$ cat src/hdl/fpt_pkg.sv
`default_nettype none
// ----------------------------------------------------------------------------
// fpt_pkg
// Shared constants for the Fermat primality test pipeline.
// ----------------------------------------------------------------------------
package fpt_pkg;

   localparam int OPERAND_WIDTH_DEFAULT = 31;

endpackage
`default_nettype wire

$ cat src/hdl/fpt_mul_cell.sv
`default_nettype none
// ----------------------------------------------------------------------------
// fpt_mul_cell
// One interleaved modular multiply step for both the running product and the
// square; the cell on the lowest multiplier bit closes one exponent bit.
// ----------------------------------------------------------------------------
module fpt_mul_cell #(
   parameter int OPERAND_WIDTH = fpt_pkg::OPERAND_WIDTH_DEFAULT,
   parameter int BIT           = 0,
   parameter int EXP           = 0
) (
   input  wire logic                     clock,
   input  wire logic                     reset,
   input  wire logic                     valid_i,
   input  wire logic [OPERAND_WIDTH-1:0] modulus_i,
   input  wire logic [OPERAND_WIDTH-1:0] ared_i,
   input  wire logic [OPERAND_WIDTH-1:0] acc_i,
   input  wire logic [OPERAND_WIDTH-1:0] sq_i,
   input  wire logic [OPERAND_WIDTH-1:0] r1_i,
   input  wire logic [OPERAND_WIDTH-1:0] r2_i,
   output logic                          valid_o,
   output logic [OPERAND_WIDTH-1:0]      modulus_o,
   output logic [OPERAND_WIDTH-1:0]      ared_o,
   output logic [OPERAND_WIDTH-1:0]      acc_o,
   output logic [OPERAND_WIDTH-1:0]      sq_o,
   output logic [OPERAND_WIDTH-1:0]      r1_o,
   output logic [OPERAND_WIDTH-1:0]      r2_o
);
   import fpt_pkg::*;

   localparam int W = OPERAND_WIDTH;

   logic         valid_ff;
   logic [W-1:0] modulus_ff, ared_ff, acc_ff, sq_ff, r1_ff, r2_ff;
   logic [W-1:0] acc_in, sq_in, r1_in, r2_in;
   logic [W-1:0] r1_step, r2_step;
   logic [W:0]   t1, t2, m;

   always_comb begin
      m  = {1'b0, modulus_i};
      t1 = {r1_i, 1'b0};
      t2 = {r2_i, 1'b0};
      if (t1 >= m) begin
         t1 = t1 - m;
      end
      if (t2 >= m) begin
         t2 = t2 - m;
      end
      if (sq_i[BIT]) begin
         t1 = t1 + {1'b0, acc_i};
         t2 = t2 + {1'b0, sq_i};
      end
      if (t1 >= m) begin
         t1 = t1 - m;
      end
      if (t2 >= m) begin
         t2 = t2 - m;
      end
      r1_step = t1[W-1:0];
      r2_step = t2[W-1:0];
      if (BIT == 0) begin
         acc_in = modulus_i[EXP] ? r1_step : acc_i;
         sq_in  = r2_step;
         r1_in  = '0;
         r2_in  = '0;
      end else begin
         acc_in = acc_i;
         sq_in  = sq_i;
         r1_in  = r1_step;
         r2_in  = r2_step;
      end
   end

   always_ff @(posedge clock) begin
      if (reset) begin
         valid_ff <= 1'b0;
      end else begin
         valid_ff <= valid_i;
      end
      modulus_ff <= modulus_i;
      ared_ff    <= ared_i;
      acc_ff     <= acc_in;
      sq_ff      <= sq_in;
      r1_ff      <= r1_in;
      r2_ff      <= r2_in;
   end

   assign valid_o   = valid_ff;
   assign modulus_o = modulus_ff;
   assign ared_o    = ared_ff;
   assign acc_o     = acc_ff;
   assign sq_o      = sq_ff;
   assign r1_o      = r1_ff;
   assign r2_o      = r2_ff;
endmodule
`default_nettype wire

$ cat config.mk
export PLATFORM = sky130hd
export DESIGN_NAME = fpt_mul_cell
export DESIGN_NICKNAME = d
export VERILOG_FILES = /design/src/hdl/fpt_pkg.sv /design/src/hdl/fpt_mul_cell.sv
export SDC_FILE = /design/constraint.sdc
export NUM_CORES = 1
export LEC_CHECK = 0
export BUFFER_PORTS_ARGS = -buffer_cell sky130_fd_sc_hd__buf_4
export CAP_MARGIN = 20
export CORE_ASPECT_RATIO = 0.5
export CORE_MARGIN = 1.5
export CORE_UTILIZATION = 55
export DETAILED_ROUTE_END_ITERATION = 7
export PLACE_DENSITY = 0.93
export SLEW_MARGIN = 20
export SYNTH_ARGS = -nofsm -noshare
export SYNTH_HDL_FRONTEND = slang
export SYNTH_SLANG_ARGS = --single-unit
$ cat constraint.sdc
create_clock -name clock -period 22.9 [get_ports clock]
set_clock_uncertainty 0.15 [all_clocks]
set_input_delay 4.58 -clock clock [delete_from_list [all_inputs] [get_ports clock]]
set_output_delay 4.58 -clock clock [all_outputs]
set_load 0.02 [all_outputs]
[Word level (Yosys, flattened, before mapping)]
Index checks and enable logic that the tools add are counted.
Word-level totals
  output and inout bits: 187
  flip-flop bits (word level): 125
  input port bits: 189
Cells by class
  $lt $le $gt $ge: 4
  mux-type cells: 7
  $add $sub $neg: 6
Operator list (count)
  $ge 32x31->1: 4
  $mux 32: 4
  $mux 31: 3
  $add 32x31->32: 2
  $sub 32x31->32: 2
  $sub 31x31->31: 2

[Logic depth before layout (Yosys ltp)]
  word-level depth: 7
  depth in mapped cells: 37
  mapped depth without buffers: 33

[Least setup slack after synthesis]
OpenSTA, ideal clock, no wires.
  path kind: input to register
  start: input modulus_i[0]
  end: register sq_ff[20] (netlist: sq_o[20])
  arrival: 12.107 ns
  stages: 35
  setup slack: 10.522 ns
  cell sequence: clkinv_1 > clkbuf_1 > fa_1 > a21oi_2 > o211ai_1 > a21o_1 > a2111oi_0 > o31ai_2 > o21ai_1 > nand2_2 > buf_6 > mux2_2 > ha_1 > and4_1 > nand3_1 > or3_1 > a31oi_1 > nor2_1 > o21ai_0 > a41o_1 > xor2_1 > mux2i_1 > inv_1 > ha_1 > clkbuf_1 > nand4_1 > or3_1 > o221ai_1 > a2111oi_2 > o31ai_1 > o22ai_2 > nand2_2 > buf_6 > buf_8 > mux2_4
Between the ends
  cells in the longest elaborated chain, start to end: 6
  elaborated cells between the ends (all ways): 8
  classes of those cells: 3 x add/sub; 2 x order compare; 3 x mux
RTL lines
  from (decl): RTL line fpt_mul_cell.sv:15  | input wire logic [OPERAND_WIDTH-1:0] modulus_i,
  $sub 32x31->32 or $ge 32x31->1 (tied branches): RTL line fpt_mul_cell.sv:47, fpt_mul_cell.sv:46
  $mux 32: RTL line fpt_mul_cell.sv:46  | if (t2 >= m) begin
  $add 32x31->32: RTL line fpt_mul_cell.sv:51  | t2 = t2 + {1'b0, sq_i};
  $mux 32: RTL line fpt_mul_cell.sv:49  | if (sq_i[BIT]) begin
  $sub 31x31->31 or $ge 32x31->1 (tied branches): RTL line fpt_mul_cell.sv:57, fpt_mul_cell.sv:56
  $mux 31 (*): RTL line fpt_mul_cell.sv:56  | if (t2 >= m) begin
  via t2[20]: RTL line fpt_mul_cell.sv:37  | logic [W:0] t1, t2, m;
  to (signal assigned): RTL line fpt_mul_cell.sv:83  | sq_ff <= sq_in;
  to (decl): RTL line fpt_mul_cell.sv:34  | logic [W-1:0] modulus_ff, ared_ff, acc_ff, sq_ff, r1_ff, r2_ff;
Mark *: on every way through the listed nets, which the timed path passes. The rest lies on a longest branch.
A chain may end at the register's enable or synchronous reset.

[Worst setup path in the final report]
  start: input modulus_i[0]
  end: register sq_ff[6] (netlist: sq_o[6])
Same word-level chain as after synthesis.

==> summary.log <==
[route] number of design-rule violations left by the first detailed-router iteration 2110
[pwr] reported leakage power 8.83 nW
[pwr] PD cells 97.3 nW/µm²
[route] number of nets with antenna violations after detailed routing 0
[synth] cell area after synthesis 15600 µm²
[setup_path] CP top delay family compound AO/OA/AOI/OAI gates
[global_route] initial antenna violation count 2
[setup_path] maximum fanout along the worst path 63
[route] # DRC 0
[timing] Worst-Margin Slew 0.949 ns
[layout] number of non-filler instances in the completed layout 2675
[route] number of iterations in the first detailed-routing pass 7
[clocking] number of gates resized after cts 0
[timing] Final Cycle Share 0.648
[clocking] number of H-tree branching levels 4
[floorplan] chip width 241 µm
[setup_path] type of origin of the critical path input port
[route] post-detailed-route via-to-cell ratio 6.41
[route] total wire length 54800 µm
[clocking] clock buffers created by TritonCTS 17
[clocking] number of hold buffers added after CTS 0
[timing] Setup-failing EPs final 0
[floorplan] die extent in y 122 µm
[floorplan] floorplan core area 27800 µm²
[synth] synthesized area per cell 7.79 µm²
[layout] proportion of layout cells with a drive suffix above 1 0.210
[timing] count of pins over their slew limit 0
[synth] Async SR Flop Fraction 0
[clocking] Max Root-Sink Buffers 2
[route] final routed wire length divided by cell count 20.5 µm
[placement] post-detailed-placement half-perimeter wirelength 43600 µm
[synth] Post-Synthesis Cells 2000
[layout] fill count 2330
[min_path] path class of the lowest-slack min-delay path input port to flop
[timing] final hold violation count 0
[setup_path] CP Capture Type flop
[setup_path] Critical Path AT 15.02 ns
[run] count of maximum capacitance violations 0
[layout] Area growth syn-to-layout 19.2%
[clocking] clock tree from TritonCTS done
[synth] Ys Warns 0
[clocking] setup bufs post-CTS 0
[setup_path] number of buffers and inverters on the critical path 3
[pwr] VDD IR max 0.0595 mV
[timing] sum of negative setup slack 0 ns
[synth] count of flip-flops with a built-in enable after synthesis 0
[timing] RSZ-0062 raised after global routing false
[setup_path] required time of the critical path 23.09 ns
[synth] Cell variety after synth 84
[floorplan] effective utilization at floorplan 0.562
[floorplan] Top-Level Pins 376
[setup_path] Slowest Stage Delay on Critical Path 0.80 ns
[global_route] vias in the first global route 15173
[clocking] clk slew on worst S/H paths 0.07 ns
[placement] Routability Congestion 1.01
[synth] register bit count reported by yosys 125
[placement] count of buffers from port buffering 313
[floorplan] Core Rows 43
[timing] maximum achievable frequency 67.4 MHz
[timing] normalized max-slew margin 0.349
[layout] post-layout net count 2659
[synth] proportion of synthesized chip area in sequential cells 0.161
[setup_path] Slowest-stage cell, CP sky130_fd_sc_hd__clkinv_1
[floorplan] Die Area 29400 µm²
[run_status] run status completed
[clocking] Num Clock Sinks 125
[global_route] overflow left after global routing 0
[global_route] maximum number of pins on one net before global-route repair 64
[placement] number of instances in the placed design 2641
[global_route] GRT Total Usage 0.359
[route] vias after detailed routing 17152
[global_route] wire length of the first global-routing pass 82000 µm
[setup_path] crit path kind input port to flop
[synth] dominant register cell in the synthesized netlist sky130_fd_sc_hd__dfxtp_1
[clocking] clock root cell sky130_fd_sc_hd__clkbuf_16
[timing] shortest period the worst path allows 14.83 ns
[report_power, final]
group          internal [mW]  switching [mW]  total (mW)
Combinational          0.534           0.705        1.24
Clock                  0.144           0.125       0.269
Sequential             0.278          0.0221       0.300
Total                  0.956           0.853        1.81
[layout by cell type, fill, tap and decap left out, types with 7 or more instances in the layout]
master / synthesis / final
sky130_fd_sc_hd__nor2_1: 137 / 137
sky130_fd_sc_hd__and2_1: 14 / 14
sky130_fd_sc_hd__mux2_2: 81 / 81
sky130_fd_sc_hd__a31o_2: 12 / 12
sky130_fd_sc_hd__conb_1: 1 / 62
sky130_fd_sc_hd__nand2_1: 143 / 143
sky130_fd_sc_hd__a221oi_1: 7 / 7
sky130_fd_sc_hd__nor3_1: 43 / 43
sky130_fd_sc_hd__o21bai_1: 21 / 21
sky130_fd_sc_hd__o21ai_0: 112 / 112
sky130_fd_sc_hd__and4_1: 7 / 7
sky130_fd_sc_hd__a211o_1: 8 / 8
sky130_fd_sc_hd__dfxtp_1: 125 / 125
sky130_fd_sc_hd__buf_4: 62 / 319
sky130_fd_sc_hd__nor3b_1: 7 / 7
sky130_fd_sc_hd__nor2b_1: 26 / 26
sky130_fd_sc_hd__mux2i_1: 13 / 13
sky130_fd_sc_hd__a21oi_1: 167 / 167
sky130_fd_sc_hd__inv_6: 0 / 7
sky130_fd_sc_hd__nand3_1: 68 / 68
sky130_fd_sc_hd__xnor2_1: 94 / 93
sky130_fd_sc_hd__a21boi_0: 13 / 13
sky130_fd_sc_hd__or2_2: 9 / 9
sky130_fd_sc_hd__nand2b_1: 19 / 19
sky130_fd_sc_hd__or3_1: 21 / 21
sky130_fd_sc_hd__clkbuf_16: 0 / 17
sky130_fd_sc_hd__ha_1: 186 / 186
sky130_fd_sc_hd__and3_1: 23 / 23
sky130_fd_sc_hd__a211oi_1: 27 / 27
sky130_fd_sc_hd__a31oi_1: 35 / 34
sky130_fd_sc_hd__a221o_1: 8 / 8
sky130_fd_sc_hd__o21a_1: 37 / 37
sky130_fd_sc_hd__o211ai_1: 26 / 26
sky130_fd_sc_hd__mux2_4: 9 / 9
sky130_fd_sc_hd__inv_1: 96 / 96
sky130_fd_sc_hd__o31ai_1: 18 / 18
sky130_fd_sc_hd__xor2_1: 43 / 42
sky130_fd_sc_hd__nand4_1: 23 / 23
sky130_fd_sc_hd__a21o_1: 97 / 97
[cells in the mapped netlist (all sizes together), types with 43 or more instances]
library cell,number,area [µm²]
mux2,90,1050
a21o,97,728
inv,96,360
dfxtp,125,2500
xnor2,94,823
nand2,145,549
a21oi,169,853
nor3,43,215
clkbuf,44,165
nand3,69,350
nor2,137,514
ha,186,2330
buf,77,563
xor2,43,377
o21ai,115,576
[final timing paths]
path,end,cells after the start,start,slack [ns]
hold / removal,ared_o[18],1,ared_i[18],4.07
setup / recovery,sq_o[6],31,modulus_i[0],8.07
[per-stage QoR]
step	hold WS (ns)	util	cell area, µm²	worst slack [ns]	total power [mW]
finish	4.07	0.669	18600	8.07	1.81
global route	4.06	0.669	18600	7.52	1.91
CTS	4.06	0.669	18600	8.24	1.77
detailed placement	4.54	0.649	18000	7.83	1.49
global placement	4.53	0.649	18000	8.18	1.47
floorplan	4.46	-	15800	10.52	1.18
[layout make-up]
type	instances	area [µm²]	share of cell area
antenna	2	5.00	0.000269
clock buffer	17	425	0.0229
inverter	97	364	0.0196
multi-input combinational	1718	12300	0.660
timing repair buffer	319	2390	0.129
clock inverter	15	143	0.00768
sequential	125	2500	0.135
tap	382	478	0.0257
[layer usage]
layer  GRT usage  vias up  wire length (µm)
li1            -     7866                 -
met4       0.159        0              2390
met1       0.471     7983             21900
met3      0.0863      184              6620
met5           0        -                 0
met2       0.560     1119             23900
[cells by family after synthesis]
family,after synthesis,synth area share
compound gates,660,0.282
xor+xnor,138,0.0786
fa+ha+maj,192,0.157
buf+inv,218,0.0701
flops,125,0.161
mux,103,0.0755
other cells,1,0.000241
simple gates,563,0.176
[registers in the layout, summed over array words and instances, names as in the netlist]
signal	cells
acc_o	31
valid_o	1
ared_o	31
modulus_o	31
sq_o	31
Note: power is estimated with default switching activity, not from simulation.
